<file path="config.mk">
export PLATFORM = sky130hd
export DESIGN_NAME = closed_polyline_projective_subdivider_top
export DESIGN_NICKNAME = d
export VERILOG_FILES = /design/src/cplps_pkg.sv /design/src/closed_polyline_projective_subdivider_top.sv /design/src/cplps_udiv.sv /design/src/cplps_fifo.sv /design/src/cplps_front.sv /design/src/cplps_back.sv
export SDC_FILE = /design/constraint.sdc
export NUM_CORES = 2
export LEC_CHECK = 0
export BUFFER_PORTS_ARGS = -buffer_cell sky130_fd_sc_hd__buf_2
export CAP_MARGIN = 20
export CORE_ASPECT_RATIO = 0.7
export CORE_UTILIZATION = 45
export CTS_CLUSTER_SIZE = 10
export DETAILED_ROUTE_END_ITERATION = 7
export PLACE_DENSITY = 0.67
export SYNTH_ARGS = -nofsm -noshare
export SYNTH_HDL_FRONTEND = slang
export SYNTH_SLANG_ARGS = --single-unit
</file>
<file path="constraint.sdc">
create_clock -name clk -period 23 [get_ports clk]
set_input_delay 5.75 -clock clk [delete_from_list [all_inputs] [get_ports clk]]
set_output_delay 5.75 -clock clk [all_outputs]
set_load 0.01 [all_outputs]
</file>
<file path="src/cplps_pkg.sv">
`default_nettype none
package cplps_pkg;

  localparam int COORD_WIDTH    = 32;
  localparam int COUNT_WIDTH    = 5;
  localparam int FRAC_BITS_DEF  = 16;
  localparam int MAX_SUBDIV_DEF = 31;

  typedef struct packed {
    logic signed [COORD_WIDTH-1:0] vertex_x;
    logic signed [COORD_WIDTH-1:0] vertex_y;
    logic signed [COORD_WIDTH-1:0] vertex_w;
    logic [COUNT_WIDTH-1:0]        subdiv_count;
    logic                          closes_loop;
  } in_item_t;

  typedef struct packed {
    logic signed [COORD_WIDTH-1:0] proj_u;
    logic signed [COORD_WIDTH-1:0] proj_v;
    logic                          zero_divisor;
    logic                          run_end;
  } out_item_t;

  typedef struct packed {
    logic signed [COORD_WIDTH-1:0] ax;
    logic signed [COORD_WIDTH-1:0] ay;
    logic signed [COORD_WIDTH-1:0] aw;
    logic signed [COORD_WIDTH-1:0] bx;
    logic signed [COORD_WIDTH-1:0] by;
    logic signed [COORD_WIDTH-1:0] bw;
    logic [COUNT_WIDTH-1:0]        n;
    logic                          last;
  } seg_cmd_t;

endpackage
`default_nettype wire

</file>
<file path="src/closed_polyline_projective_subdivider_top.sv">
// Channel   Ports                          Request moves on
// input     in_push, in_full, in_data      push && !full
// result    out_empty, out_pop, out_data   pop && !empty
// Front stores the loop state and queues up to two segments per vertex (4-entry queue).
// Back per segment: a pop from the queue, then the three parallel delta dividers.
// Back per point: the u/v divide by w, skipped when w is zero; a segment yields n+1
// points, and a closing vertex that follows others causes two segments.
// Reset (rst_n low, synchronous) closes any open loop and empties queue and output.
// A full output register stalls the back; a full queue raises in_full.
`default_nettype none
module closed_polyline_projective_subdivider_top
  import cplps_pkg::*;
#(
  parameter int FRAC_BITS  = FRAC_BITS_DEF,
  parameter int MAX_SUBDIV = MAX_SUBDIV_DEF
) (
  input  wire logic     clk,
  input  wire logic     rst_n,
  input  wire logic     in_push,
  output logic          in_full,
  input  wire in_item_t in_data,
  output logic          out_empty,
  input  wire logic     out_pop,
  output out_item_t     out_data
);

  logic     cmd_push, cmd_full, cmd_pop, cmd_empty;
  seg_cmd_t cmd_wdata, cmd_head;

  cplps_front #(.MAX_SUBDIV(MAX_SUBDIV)) u_front (
    .clk, .rst_n, .in_push, .in_data, .in_full,
    .cmd_push, .cmd_data(cmd_wdata), .cmd_full
  );

  cplps_fifo u_fifo (
    .clk, .rst_n, .push(cmd_push), .push_data(cmd_wdata), .full(cmd_full),
    .pop(cmd_pop), .head(cmd_head), .empty(cmd_empty)
  );

  cplps_back #(.FRAC_BITS(FRAC_BITS)) u_back (
    .clk, .rst_n, .cmd(cmd_head), .cmd_empty, .cmd_pop,
    .out_data, .out_empty, .out_pop
  );

endmodule
`default_nettype wire

</file>
<file path="src/cplps_udiv.sv">
`default_nettype none
module cplps_udiv #(
  parameter int N = 33,
  parameter int D = 6
) (
  input  wire logic         clk,
  input  wire logic         rst_n,
  input  wire logic         start,
  input  wire logic [N-1:0] dividend,
  input  wire logic [D-1:0] divisor,
  output logic              busy,
  output logic [N-1:0]      quotient
);

  localparam int CNT_W = $clog2(N + 1);

  logic [D-1:0]     rem_r;
  logic [N-1:0]     quo_r;
  logic [D-1:0]     div_r;
  logic [CNT_W-1:0] cnt_r;
  logic             busy_r;
  logic [D:0]       rem_sh;
  logic [D:0]       rem_sub;
  logic             ge;
  logic [D-1:0]     rem_nxt;

  always_comb begin
    rem_sh  = {rem_r, quo_r[N-1]};
    rem_sub = rem_sh - {1'b0, div_r};
    ge      = rem_sh >= {1'b0, div_r};
    rem_nxt = ge ? rem_sub[D-1:0] : rem_sh[D-1:0];
  end

  always_ff @(posedge clk) begin
    if (!rst_n) begin
      busy_r <= 1'b0;
      cnt_r  <= '0;
    end else if (start) begin
      busy_r <= 1'b1;
      cnt_r  <= CNT_W'(N);
    end else if (busy_r) begin
      busy_r <= (cnt_r != CNT_W'(1));
      cnt_r  <= cnt_r - CNT_W'(1);
    end
  end

  always_ff @(posedge clk) begin
    if (start) begin
      quo_r <= dividend;
      rem_r <= '0;
      div_r <= divisor;
    end else if (busy_r) begin
      quo_r <= {quo_r[N-2:0], ge};
      rem_r <= rem_nxt;
    end
  end

  assign busy     = busy_r;
  assign quotient = quo_r;

endmodule
`default_nettype wire

</file>
<file path="src/cplps_fifo.sv">
`default_nettype none
module cplps_fifo
  import cplps_pkg::*;
(
  input  wire logic     clk,
  input  wire logic     rst_n,
  input  wire logic     push,
  input  wire seg_cmd_t push_data,
  output logic          full,
  input  wire logic     pop,
  output seg_cmd_t      head,
  output logic          empty
);

  localparam int DEPTH = 4;
  localparam int PTR_W = $clog2(DEPTH);

  seg_cmd_t         mem_r [DEPTH];
  logic [PTR_W-1:0] wr_r;
  logic [PTR_W-1:0] rd_r;
  logic [PTR_W:0]   cnt_r;
  logic             do_push;
  logic             do_pop;

  assign full    = (cnt_r == (PTR_W+1)'(DEPTH));
  assign empty   = (cnt_r == '0);
  assign do_push = push && !full;
  assign do_pop  = pop && !empty;
  assign head    = mem_r[rd_r];

  always_ff @(posedge clk) begin
    if (!rst_n) begin
      wr_r  <= '0;
      rd_r  <= '0;
      cnt_r <= '0;
    end else begin
      if (do_push) wr_r <= wr_r + PTR_W'(1);
      if (do_pop)  rd_r <= rd_r + PTR_W'(1);
      if (do_push && !do_pop)      cnt_r <= cnt_r + (PTR_W+1)'(1);
      else if (do_pop && !do_push) cnt_r <= cnt_r - (PTR_W+1)'(1);
    end
  end

  always_ff @(posedge clk) begin
    if (do_push) mem_r[wr_r] <= push_data;
  end

endmodule
`default_nettype wire

</file>
<file path="src/cplps_front.sv">
`default_nettype none
module cplps_front
  import cplps_pkg::*;
#(
  parameter int MAX_SUBDIV = MAX_SUBDIV_DEF
) (
  input  wire logic     clk,
  input  wire logic     rst_n,
  input  wire logic     in_push,
  input  wire in_item_t in_data,
  output logic          in_full,
  output logic          cmd_push,
  output seg_cmd_t      cmd_data,
  input  wire logic     cmd_full
);

  logic                          have_start_r;
  logic signed [COORD_WIDTH-1:0] start_x_r, start_y_r, start_w_r;
  logic signed [COORD_WIDTH-1:0] prev_x_r, prev_y_r, prev_w_r;
  logic [COUNT_WIDTH-1:0]        prev_n_r;
  seg_cmd_t                      pend_r;
  logic                          pend_valid_r;

  logic                   accept;
  logic [COUNT_WIDTH-1:0] n_cl;
  seg_cmd_t               seg_a;
  seg_cmd_t               seg_b;

  assign in_full = pend_valid_r || cmd_full;
  assign accept  = in_push && !in_full;

  always_comb begin
    n_cl = (in_data.subdiv_count > COUNT_WIDTH'(MAX_SUBDIV)) ?
           COUNT_WIDTH'(MAX_SUBDIV) : in_data.subdiv_count;
    seg_a = '{ax: prev_x_r, ay: prev_y_r, aw: prev_w_r,
              bx: in_data.vertex_x, by: in_data.vertex_y, bw: in_data.vertex_w,
              n: prev_n_r, last: !in_data.closes_loop};
    seg_b = '{ax: in_data.vertex_x, ay: in_data.vertex_y, aw: in_data.vertex_w,
              bx: have_start_r ? start_x_r : in_data.vertex_x,
              by: have_start_r ? start_y_r : in_data.vertex_y,
              bw: have_start_r ? start_w_r : in_data.vertex_w,
              n: n_cl, last: 1'b1};
    cmd_push = 1'b0;
    cmd_data = seg_b;
    if (accept) begin
      cmd_push = have_start_r || in_data.closes_loop;
      cmd_data = have_start_r ? seg_a : seg_b;
    end else if (pend_valid_r) begin
      cmd_push = !cmd_full;
      cmd_data = pend_r;
    end
  end

  always_ff @(posedge clk) begin
    if (!rst_n) begin
      have_start_r <= 1'b0;
      pend_valid_r <= 1'b0;
      start_x_r    <= '0;
      start_y_r    <= '0;
      start_w_r    <= '0;
      prev_x_r     <= '0;
      prev_y_r     <= '0;
      prev_w_r     <= '0;
      prev_n_r     <= '0;
    end else if (accept) begin
      if (!have_start_r) begin
        start_x_r <= in_data.vertex_x;
        start_y_r <= in_data.vertex_y;
        start_w_r <= in_data.vertex_w;
      end
      have_start_r <= !in_data.closes_loop;
      prev_x_r     <= in_data.vertex_x;
      prev_y_r     <= in_data.vertex_y;
      prev_w_r     <= in_data.vertex_w;
      prev_n_r     <= n_cl;
      pend_valid_r <= have_start_r && in_data.closes_loop;
    end else if (pend_valid_r && !cmd_full) begin
      pend_valid_r <= 1'b0;
    end
  end

  always_ff @(posedge clk) begin
    if (accept) pend_r <= seg_b;
  end

endmodule
`default_nettype wire

</file>
<file path="src/cplps_back.sv">
`default_nettype none
module cplps_back
  import cplps_pkg::*;
#(
  parameter int FRAC_BITS = FRAC_BITS_DEF
) (
  input  wire logic     clk,
  input  wire logic     rst_n,
  input  wire seg_cmd_t cmd,
  input  wire logic     cmd_empty,
  output logic          cmd_pop,
  output out_item_t     out_data,
  output logic          out_empty,
  input  wire logic     out_pop
);

  localparam int CW = COORD_WIDTH;
  localparam int DN = CW + 1;
  localparam int DD = COUNT_WIDTH + 1;
  localparam int PN = CW + FRAC_BITS;

  localparam logic [2:0] S_IDLE   = 3'd0;
  localparam logic [2:0] S_DWAIT  = 3'd1;
  localparam logic [2:0] S_PSTART = 3'd2;
  localparam logic [2:0] S_PWAIT  = 3'd3;
  localparam logic [2:0] S_PUT    = 3'd4;

  localparam logic signed [CW-1:0] SAT_MAX = {1'b0, {(CW-1){1'b1}}};
  localparam logic signed [CW-1:0] SAT_MIN = {1'b1, {(CW-1){1'b0}}};

  logic [2:0]             state_r;
  logic [COUNT_WIDTH-1:0] k_r, n_r;
  logic                   last_r;
  logic signed [CW:0]     px_r, py_r, pw_r;
  logic signed [CW:0]     dx_r, dy_r, dw_r;
  logic                   nx_r, ny_r, nw_r;
  logic                   nu_r, nv_r;
  out_item_t              res_r;
  out_item_t              out_r;
  logic                   out_valid_r;

  logic signed [CW:0]  dfx, dfy, dfw;
  logic [DN-1:0]       mx, my, mw;
  logic [DD-1:0]       dsor;
  logic                dstart;
  logic [DN-1:0]       qx, qy, qw;
  logic                bx, by, bw;
  logic [CW-1:0]       ux, uy, uw;
  logic                pstart;
  logic [PN-1:0]       qu, qv;
  logic                bu, bv;
  logic                sat_u, sat_v;
  logic signed [CW-1:0] ru, rv;
  logic                load_out;

  always_comb begin
    dfx = $signed({cmd.bx[CW-1], cmd.bx}) - $signed({cmd.ax[CW-1], cmd.ax});
    dfy = $signed({cmd.by[CW-1], cmd.by}) - $signed({cmd.ay[CW-1], cmd.ay});
    dfw = $signed({cmd.bw[CW-1], cmd.bw}) - $signed({cmd.aw[CW-1], cmd.aw});
    mx  = dfx[CW] ? DN'(-dfx) : DN'(dfx);
    my  = dfy[CW] ? DN'(-dfy) : DN'(dfy);
    mw  = dfw[CW] ? DN'(-dfw) : DN'(dfw);
    dsor = {1'b0, cmd.n} + DD'(1);
    ux  = px_r[CW-1] ? CW'(-px_r[CW-1:0]) : px_r[CW-1:0];
    uy  = py_r[CW-1] ? CW'(-py_r[CW-1:0]) : py_r[CW-1:0];
    uw  = pw_r[CW-1] ? CW'(-pw_r[CW-1:0]) : pw_r[CW-1:0];
    sat_u = |qu[PN-1:CW-1];
    sat_v = |qv[PN-1:CW-1];
    ru = nu_r ? (sat_u ? SAT_MIN : $signed(CW'(-qu[CW-1:0])))
              : (sat_u ? SAT_MAX : $signed(qu[CW-1:0]));
    rv = nv_r ? (sat_v ? SAT_MIN : $signed(CW'(-qv[CW-1:0])))
              : (sat_v ? SAT_MAX : $signed(qv[CW-1:0]));
  end

  assign cmd_pop  = (state_r == S_IDLE) && !cmd_empty;
  assign dstart   = cmd_pop;
  assign pstart   = (state_r == S_PSTART) && (pw_r[CW-1:0] != '0);
  assign load_out = (state_r == S_PUT) && (!out_valid_r || out_pop);

  cplps_udiv #(.N(DN), .D(DD)) u_dx (.clk, .rst_n, .start(dstart), .dividend(mx),
    .divisor(dsor), .busy(bx), .quotient(qx));
  cplps_udiv #(.N(DN), .D(DD)) u_dy (.clk, .rst_n, .start(dstart), .dividend(my),
    .divisor(dsor), .busy(by), .quotient(qy));
  cplps_udiv #(.N(DN), .D(DD)) u_dw (.clk, .rst_n, .start(dstart), .dividend(mw),
    .divisor(dsor), .busy(bw), .quotient(qw));
  cplps_udiv #(.N(PN), .D(CW)) u_pu (.clk, .rst_n, .start(pstart),
    .dividend({ux, {FRAC_BITS{1'b0}}}), .divisor(uw), .busy(bu), .quotient(qu));
  cplps_udiv #(.N(PN), .D(CW)) u_pv (.clk, .rst_n, .start(pstart),
    .dividend({uy, {FRAC_BITS{1'b0}}}), .divisor(uw), .busy(bv), .quotient(qv));

  always_ff @(posedge clk) begin
    if (!rst_n) begin
      state_r     <= S_IDLE;
      out_valid_r <= 1'b0;
      k_r         <= '0;
    end else begin
      unique case (state_r)
        S_IDLE: begin
          if (!cmd_empty) begin
            state_r <= S_DWAIT;
            k_r     <= '0;
          end
        end
        S_DWAIT: begin
          if (!bx && !by && !bw) state_r <= S_PSTART;
        end
        S_PSTART: begin
          state_r <= pstart ? S_PWAIT : S_PUT;
        end
        S_PWAIT: begin
          if (!bu && !bv) state_r <= S_PUT;
        end
        S_PUT: begin
          if (load_out) begin
            if (k_r == n_r) begin
              state_r <= S_IDLE;
            end else begin
              k_r     <= k_r + COUNT_WIDTH'(1);
              state_r <= S_PSTART;
            end
          end
        end
        default: state_r <= S_IDLE;
      endcase
      if (load_out)     out_valid_r <= 1'b1;
      else if (out_pop) out_valid_r <= 1'b0;
    end
  end

  always_ff @(posedge clk) begin
    if (cmd_pop) begin
      px_r   <= $signed({cmd.ax[CW-1], cmd.ax});
      py_r   <= $signed({cmd.ay[CW-1], cmd.ay});
      pw_r   <= $signed({cmd.aw[CW-1], cmd.aw});
      nx_r   <= dfx[CW];
      ny_r   <= dfy[CW];
      nw_r   <= dfw[CW];
      n_r    <= cmd.n;
      last_r <= cmd.last;
    end
    if (state_r == S_DWAIT) begin
      dx_r <= nx_r ? $signed(-qx) : $signed(qx);
      dy_r <= ny_r ? $signed(-qy) : $signed(qy);
      dw_r <= nw_r ? $signed(-qw) : $signed(qw);
    end
    if (state_r == S_PSTART) begin
      nu_r <= px_r[CW-1] ^ pw_r[CW-1];
      nv_r <= py_r[CW-1] ^ pw_r[CW-1];
      res_r <= '{proj_u: '0, proj_v: '0, zero_divisor: 1'b1, run_end: 1'b0};
    end
    if (state_r == S_PWAIT) begin
      res_r <= '{proj_u: ru, proj_v: rv, zero_divisor: 1'b0, run_end: 1'b0};
    end
    if (load_out) begin
      out_r <= '{proj_u: res_r.proj_u, proj_v: res_r.proj_v,
                 zero_divisor: res_r.zero_divisor,
                 run_end: last_r && (k_r == n_r)};
      px_r <= px_r + dx_r;
      py_r <= py_r + dy_r;
      pw_r <= pw_r + dw_r;
    end
  end

  assign out_data  = out_r;
  assign out_empty = !out_valid_r;

  a_zero_flag: assert property (@(posedge clk) disable iff (!rst_n)
    (out_valid_r && out_r.zero_divisor) |-> (out_r.proj_u == '0 && out_r.proj_v == '0))
    else $error("zero divisor point carries nonzero projection");

  a_k_bound: assert property (@(posedge clk) disable iff (!rst_n)
    (state_r != S_IDLE) |-> (k_r <= n_r))
    else $error("point index beyond segment count");

  a_put_loads: assert property (@(posedge clk) disable iff (!rst_n)
    load_out |=> out_valid_r)
    else $error("result lost at output register");

  a_div_idle: assert property (@(posedge clk) disable iff (!rst_n)
    (state_r == S_PSTART) |-> (!bu && !bv))
    else $error("point divider restarted while busy");

endmodule
`default_nettype wire
</file>
[Word-level counts from Yosys, hierarchy flattened]
Memory sizes are Yosys's and may differ from the RTL's. A register that Yosys moved wholly into a read port is not among the register bits.
Index checks and enable logic that the tools add are counted.
Storage, ports and cells
  output and inout port bits: 68
  latch bits: 0
  memories: 1
  bits in registers: 1102
  bits in read-only memories: 0
  bits of input ports: 106
  bits in writable memories: 792
Memories
  u_fifo.mem_r: depth 4, width 198, read ports 1, clocked after Yosys merged registers in 1, wr ports 1, line cplps_fifo.sv:18  | seg_cmd_t mem_r [DEPTH];
Operators by class
  equal/unequal tests: 16
  divide/modulo/power cells: 0
  multiply operators: 0
  muxes and demuxes: 88
  bitwise operators: 3
  add/sub/neg operators: 33
  shift-type cells: 0
  reductions and logical operators: 49
  order comparisons: 6
Operators by type and width (number)
  2-to-1 mux 198 bit: 3
  2-to-1 mux 33 bit: 18
  2-to-1 mux 32 bit: 13
  negator 33 bit: 6
  2-to-1 mux 48 bit: 4
  negator 32 bit: 5
  2-to-1 mux 66 bit: 2
  adder 33 bit: 3
  subtractor 32 x 32 -> 33 bit: 3
  2-to-1 mux 6 bit: 13
  >= comparator 33 x 32 -> 1 bit: 2
  subtractor 32 bit: 2
  OR reduction 17 bit: 2
  nonzero test 32 bit: 1
  2-to-1 mux 31 bit: 1
  != test 6 x 1 -> 1 bit, second input constant: 5
  subtractor 6 x 1 -> 6 bit, second input constant: 5
  nonzero test 2 bit: 11
  >= comparator 7 x 6 -> 1 bit: 3
  2-to-1 mux 3 bit: 7
  2-to-1 mux 5 bit: 4
  2-to-1 mux 1 bit: 18
  subtractor 6 bit: 3
  one-hot mux 3 bit (5 select lines): 1
  other kinds (22): 60

[Depth between registers and ports, before layout]
  word-level depth: 10
  gate-level depth with buffers: 22
  mapped depth without buffers: 17

[Cells and area by module]
Synthesis repeated with hierarchy kept, for this count alone.
Unflattened totals
  cell total of the unflattened synthesis: 8112
  area, all modules: 98084.1 um2
By module, submodules not included
  cplps_back: instances 1, cells an instance 3386, area an instance 29650.9 um2
  cplps_fifo: instances 1, cells an instance 1082, area an instance 29019.1 um2
  cplps_front: instances 1, cells an instance 1848, area an instance 18665.4 um2
  cplps_udiv (u_back.u_dw ...): instances 3, cells an instance 187, area an instance 2468.6 um2
  cplps_udiv (u_back.u_pv): instances 1, cells an instance 631, area an instance 6683.9 um2
  cplps_udiv (u_back.u_pu): instances 1, cells an instance 604, area an instance 6658.9 um2

[Least setup slack after synthesis]
No wires, ideal clock.
  path kind: input port to flip-flop
  start point: input in_push
  end point: memory u_fifo.mem_r[0][100] (netlist name), data pin
  required time: 22406 ps
  buffers on the path: 3
  library setup time: 594 ps
  setup slack: 9432 ps
  data arrival time: 12974 ps
  cell stages on the path: 6
  cell sequence: nand2_1 > inv_1 > clkbuf_1 > clkbuf_1 > clkbuf_1 > o21ai_0
RTL lines
  from (decl): line closed_polyline_projective_subdivider_top.sv:19  | input wire logic in_push,
  to (decl): line cplps_fifo.sv:18

==> impl_summary.log <==
[metrics] GPL Wtd Cong: 0.890
[metrics] worst setup margin: between 10 and 15 ns
[metrics] Critical Path Source: in_push
[metrics] total iterations of the first detailed-routing run: 6
[metrics] pin count of the biggest net entering global routing: 189
[metrics] minimum clock period after layout: 8.63 ns
[metrics] Critical Path RT: 23.53 ns
[metrics] Cell variety after synth: 90
[metrics] number of cell instances on the worst register-to-register path: 17
[metrics] setup total negative slack: 0 ns
[metrics] Final setup violation count: 0
[metrics] capture instance of the worst register-to-register path: u_back.u_dx.quotient[31]
[metrics] number of global-route vias before repair: 58800
[metrics] Hold WC Path Type: register to register
[metrics] Net Count, Synth: ~8500
[metrics] Boundary Pins: between 150 and 200
[metrics] Setup CP Type: input pin to register
[metrics] share of the yosys chip area belonging to registers: 0.567
[metrics] number of warning messages in the yosys log: 0
[metrics] reported max-cap violation count: 0
[metrics] Area after DPL: 96900 um2
[metrics] number of synthesized flops with an enable pin: 1523
[metrics] clock tree from TritonCTS: done
[metrics] H-tree level count: 4
[metrics] clock root buffer: sky130_fd_sc_hd__clkbuf_16
[metrics] DRT antenna net count: 0
[metrics] Peak VDD IR: 0.0000770 V
[metrics] row cnt: 139
[metrics] post-synthesis area per instance: 11.5 um2
[metrics] critical path fanouts, max: 148
[metrics] Fin Clk Skew: 0.0999 ns
[metrics] Post CTS Setup Buffer Count: 0
[metrics] CTS Hold Bufs: 0
[metrics] prevailing post-synth register cell: sky130_fd_sc_hd__edfxtp_1
[metrics] Clock Tree Buf Depth: 4
[metrics] die footprint: 210000 um2
[metrics] sum of routed wire length over all layers: 234000 um
[metrics] share of total power in the clock network: 0.201
[metrics] share of total power in sequential cells: 0.344
[metrics] fin crit share: 0.375
[metrics] post-synthesis cell area: 93500 um2
[metrics] worst setup slack for register-to-register paths: about 16 ns
[metrics] Achievable Freq: ~120 MHz
[metrics] sequential standard cell area: ~53000 um2
[metrics] final non-filler cell total: 11100
[metrics] FFs w/ async S/R, synth: 0
[metrics] number of antenna violations at the first check in global routing: 20
[metrics] first-pass GRT wire length: 352000 um
[metrics] switching power: between 0.006 and 0.007 W
[metrics] instance count after placement with tap cells included: 10700
[metrics] pin slew with the least headroom to its limit: 1.25 ns
[metrics] type of element launching the critical path: input pin
[metrics] switching share of power: 0.400
[metrics] total via count after detailed routing: 63600
[metrics] ratio of total power to cell area: 152 nW/um2
[metrics] height of the die: 383 um
[metrics] area of the multi-input gates: 37600 um2
[metrics] count of buffers inserted at the top-level ports: 173
[metrics] fill cell count: between 15000 and 20000
[metrics] number of remaining DRC errors: 0
[metrics] Die X-Extent: 547 um
[metrics] CTS clk-pin slew, worst paths: ~0.050 ns
[metrics] detail-routed via count per cell: 5.73
[metrics] effective utilization at floorplan: 0.455
[metrics] routed wirelength normalized by instance count: 21.1 um
[metrics] setup repair after global routing missed its margin: false
[metrics] NumNets Final: 8572
[metrics] TritonCTS buffer count: 220
[metrics] endpoints failing hold: 0
[metrics] number of cells upsized or downsized after cts: 0
[metrics] overflow left after global routing: 0
[metrics] internal cell power: 0.00940 W
[metrics] Cells after Synth: 8116
[metrics] run status: finished clean
[metrics] count of clock tree sinks: approximately 1900
[metrics] number of synthesized register bits: roughly 1900
[metrics] clock insertion delay at the later pin of the skew report: about 0.87 ns
[metrics] final design area excluding fillers: 103000 um2
[metrics] Logic pwr share: 0.454
[metrics] total half-perimeter wirelength after legalization and detailed placement: 158000 um
[metrics] headroom to the max-slew limit: 0.168
[metrics] total routing usage reported by global routing: 0.216
[metrics] leak pwr: roughly 38 nW
[metrics] area of the core: 206000 um2
[metrics] initial DRC count: 6634
[metrics] fraction of final layout cells sized beyond drive strength 1: 0.0904
[metrics] critical path arrival: 9.17 ns
[metrics] area delta synth->final: 10.5%
[metrics] worst hold-check slack: 0.416 ns
[metrics] critical path endpoint category: register
[metrics] total count of max-transition violations in the final report: 0
[metrics] post-placement worst setup slack: approximately 13 ns
[metrics] capturing element of the worst setup path: u_fifo.mem_r[0][94]
==> synth_stat cells, types with 11 or more instances <==
master | number | area [um2]
sky130_fd_sc_hd__edfxtp_1 | 1523 | 45700
sky130_fd_sc_hd__nand2_1 | 802 | 3010
sky130_fd_sc_hd__nor2_1 | 716 | 2690
sky130_fd_sc_hd__o21ai_0 | 615 | 3080
sky130_fd_sc_hd__a21oi_1 | 493 | 2470
sky130_fd_sc_hd__inv_1 | 371 | 1390
sky130_fd_sc_hd__dfxtp_1 | 367 | 7350
sky130_fd_sc_hd__clkbuf_1 | 346 | 1300
sky130_fd_sc_hd__xnor2_1 | 320 | 2800
sky130_fd_sc_hd__ha_1 | 299 | 3740
sky130_fd_sc_hd__xor2_1 | 231 | 2020
sky130_fd_sc_hd__mux4_2 | 198 | 4460
sky130_fd_sc_hd__mux2i_1 | 156 | 1560
sky130_fd_sc_hd__nand3_1 | 151 | 756
sky130_fd_sc_hd__a21o_1 | 132 | 991
sky130_fd_sc_hd__a21boi_0 | 131 | 983
sky130_fd_sc_hd__o211a_1 | 102 | 1020
sky130_fd_sc_hd__o22ai_1 | 102 | 638
sky130_fd_sc_hd__nor3_1 | 93 | 465
sky130_fd_sc_hd__o31ai_1 | 82 | 616
sky130_fd_sc_hd__or3_1 | 81 | 507
sky130_fd_sc_hd__nand2b_1 | 63 | 394
sky130_fd_sc_hd__a211oi_1 | 53 | 398
sky130_fd_sc_hd__buf_1 | 50 | 188
sky130_fd_sc_hd__a31oi_1 | 44 | 275
sky130_fd_sc_hd__nor2b_1 | 43 | 269
sky130_fd_sc_hd__o41ai_1 | 41 | 359
sky130_fd_sc_hd__or4_1 | 41 | 308
sky130_fd_sc_hd__o21a_1 | 40 | 300
sky130_fd_sc_hd__and3_1 | 34 | 213
sky130_fd_sc_hd__nor4_1 | 29 | 181
sky130_fd_sc_hd__and2_1 | 28 | 175
sky130_fd_sc_hd__nand4_1 | 26 | 163
sky130_fd_sc_hd__o21bai_1 | 23 | 173
sky130_fd_sc_hd__buf_2 | 21 | 105
sky130_fd_sc_hd__o211ai_1 | 19 | 143
sky130_fd_sc_hd__or2_2 | 19 | 119
sky130_fd_sc_hd__a211o_1 | 18 | 158
sky130_fd_sc_hd__nor3b_1 | 16 | 120
sky130_fd_sc_hd__and4_1 | 13 | 114
sky130_fd_sc_hd__fa_1 | 12 | 240
sky130_fd_sc_hd__nand3b_1 | 11 | 82.6
==> critical path, cell delays in order <==
cell and delay (ns):
sky130_fd_sc_hd__buf_2 0.13, sky130_fd_sc_hd__nand2_4 0.36, sky130_fd_sc_hd__inv_8 0.80, sky130_fd_sc_hd__buf_4 0.90
sky130_fd_sc_hd__buf_4 0.76, sky130_fd_sc_hd__o21ai_0 0.36
==> metrics by stage <==
step / util / total power [W]
finish: 0.502 / 0.0157
global route: 0.502 / 0.0167
floorplan: - / 0.0107
CTS: 0.502 / 0.0156
global placement: 0.471 / 0.0122
detailed placement: 0.471 / 0.0124
==> registers in the layout, indices dropped and copies added (netlist names), 33 cells and up, named ones only <==
register	count
u_back.u_dy.quotient	33
u_front.pend_r	197
u_back.u_dx.quotient	33
u_back.res_r	65
u_back.out_data	66
u_back.u_pv.quotient	48
u_back.u_pu.quotient	48
u_back.u_dw.quotient	33
u_fifo.mem_r	792
==> metal layers <==
metal	wire length, um	track usage	part of all wire	vias to the layer above
li1	-	-	-	30100
met4	3670	0.0434	0.016	6
met2	90300	0.288	0.39	2408
met5	41	0	0.00018	-
met1	115000	0.349	0.49	30800
met3	24300	0.0531	0.10	264
==> how the worst min path moves through the flow <==
stage,start,end,slack (ns),cells after the start
6_report,u_back.res_r[8],u_back.out_data[8],0.42,0
5_1_grt,u_back.res_r[24],u_back.out_data[24],0.42,0
4_1_cts,u_back.res_r[24],u_back.out_data[24],0.42,0
3_5_place_dp,u_back.res_r[24],u_back.out_data[24],0.40,0
3_3_place_gp,u_back.res_r[57],u_back.out_data[57],0.40,0
2_1_floorplan,u_back.res_r[10],u_back.out_data[10],0.40,0
==> cell usage in the layout, fill, tap and decap left out, types with 23 or more instances in the layout <==
cell type                   synthesis  layout
sky130_fd_sc_hd__o22ai_1          102     102
sky130_fd_sc_hd__and3_1            34      34
sky130_fd_sc_hd__a21o_1           132     132
sky130_fd_sc_hd__clkbuf_16          0     223
sky130_fd_sc_hd__o31ai_1           82      82
sky130_fd_sc_hd__nand2b_1          63      62
sky130_fd_sc_hd__o21ai_0          615     615
sky130_fd_sc_hd__or4_1             41      40
sky130_fd_sc_hd__mux4_2           198     198
sky130_fd_sc_hd__o21bai_1          23      23
sky130_fd_sc_hd__xor2_1           231     231
sky130_fd_sc_hd__o41ai_1           41      41
sky130_fd_sc_hd__a21boi_0         131     131
sky130_fd_sc_hd__edfxtp_1        1523    1523
sky130_fd_sc_hd__nor3_1            93      92
sky130_fd_sc_hd__nand4_1           26      26
sky130_fd_sc_hd__o211a_1          102     102
sky130_fd_sc_hd__buf_2             21     172
sky130_fd_sc_hd__a31oi_1           44      43
sky130_fd_sc_hd__nand3_1          151     150
sky130_fd_sc_hd__nor2_1           716     716
sky130_fd_sc_hd__a211oi_1          53      53
sky130_fd_sc_hd__nor4_1            29      29
sky130_fd_sc_hd__mux2i_1          156     156
sky130_fd_sc_hd__nor2b_1           43      43
sky130_fd_sc_hd__a21oi_1          493     493
sky130_fd_sc_hd__ha_1             299     299
sky130_fd_sc_hd__and2_1            28      24
sky130_fd_sc_hd__buf_4              0      54
sky130_fd_sc_hd__clkbuf_1         346     153
sky130_fd_sc_hd__xnor2_1          320     320
sky130_fd_sc_hd__o21a_1            40      40
sky130_fd_sc_hd__inv_1            371     368
sky130_fd_sc_hd__dfxtp_1          367     361
sky130_fd_sc_hd__nand2_1          802     797
sky130_fd_sc_hd__or3_1             81      81
==> power by group through the flow <==
stage	combinational (W)	clock (W)	sequential, W
after floorplan	0.00542	0	0.00524
after global placement	0.00682	0	0.00542
after detailed placement	0.00698	0	0.00545
after CTS	0.00702	0.00321	0.00539
final	0.00712	0.00315	0.00539
after global routing	0.00785	0.00335	0.00547
==> logic make-up after synthesis <==
group           Yosys count  share of synthesized area
simple gates           2194                      0.105
fa+ha+maj               311                     0.0426
mux                     356                     0.0646
compound gates         2024                      0.136
xor+xnor                551                     0.0516
flops                  1890                      0.567
buf+inv                 790                     0.0320
==> layout make-up <==
class / instances / share of cell area
clock buffers: 382 / 0.0603
multi-input cells: 5436 / 0.364
inverters: 373 / 0.0137
diodes: 11 / 0.000266
flip-flops and latches: 1890 / 0.514
clock inverters: 13 / 0.00142
repair buffers: 234 / 0.0137
well taps: 2749 / 0.0333
No activity file was read; power rests on OpenSTA's default activity.
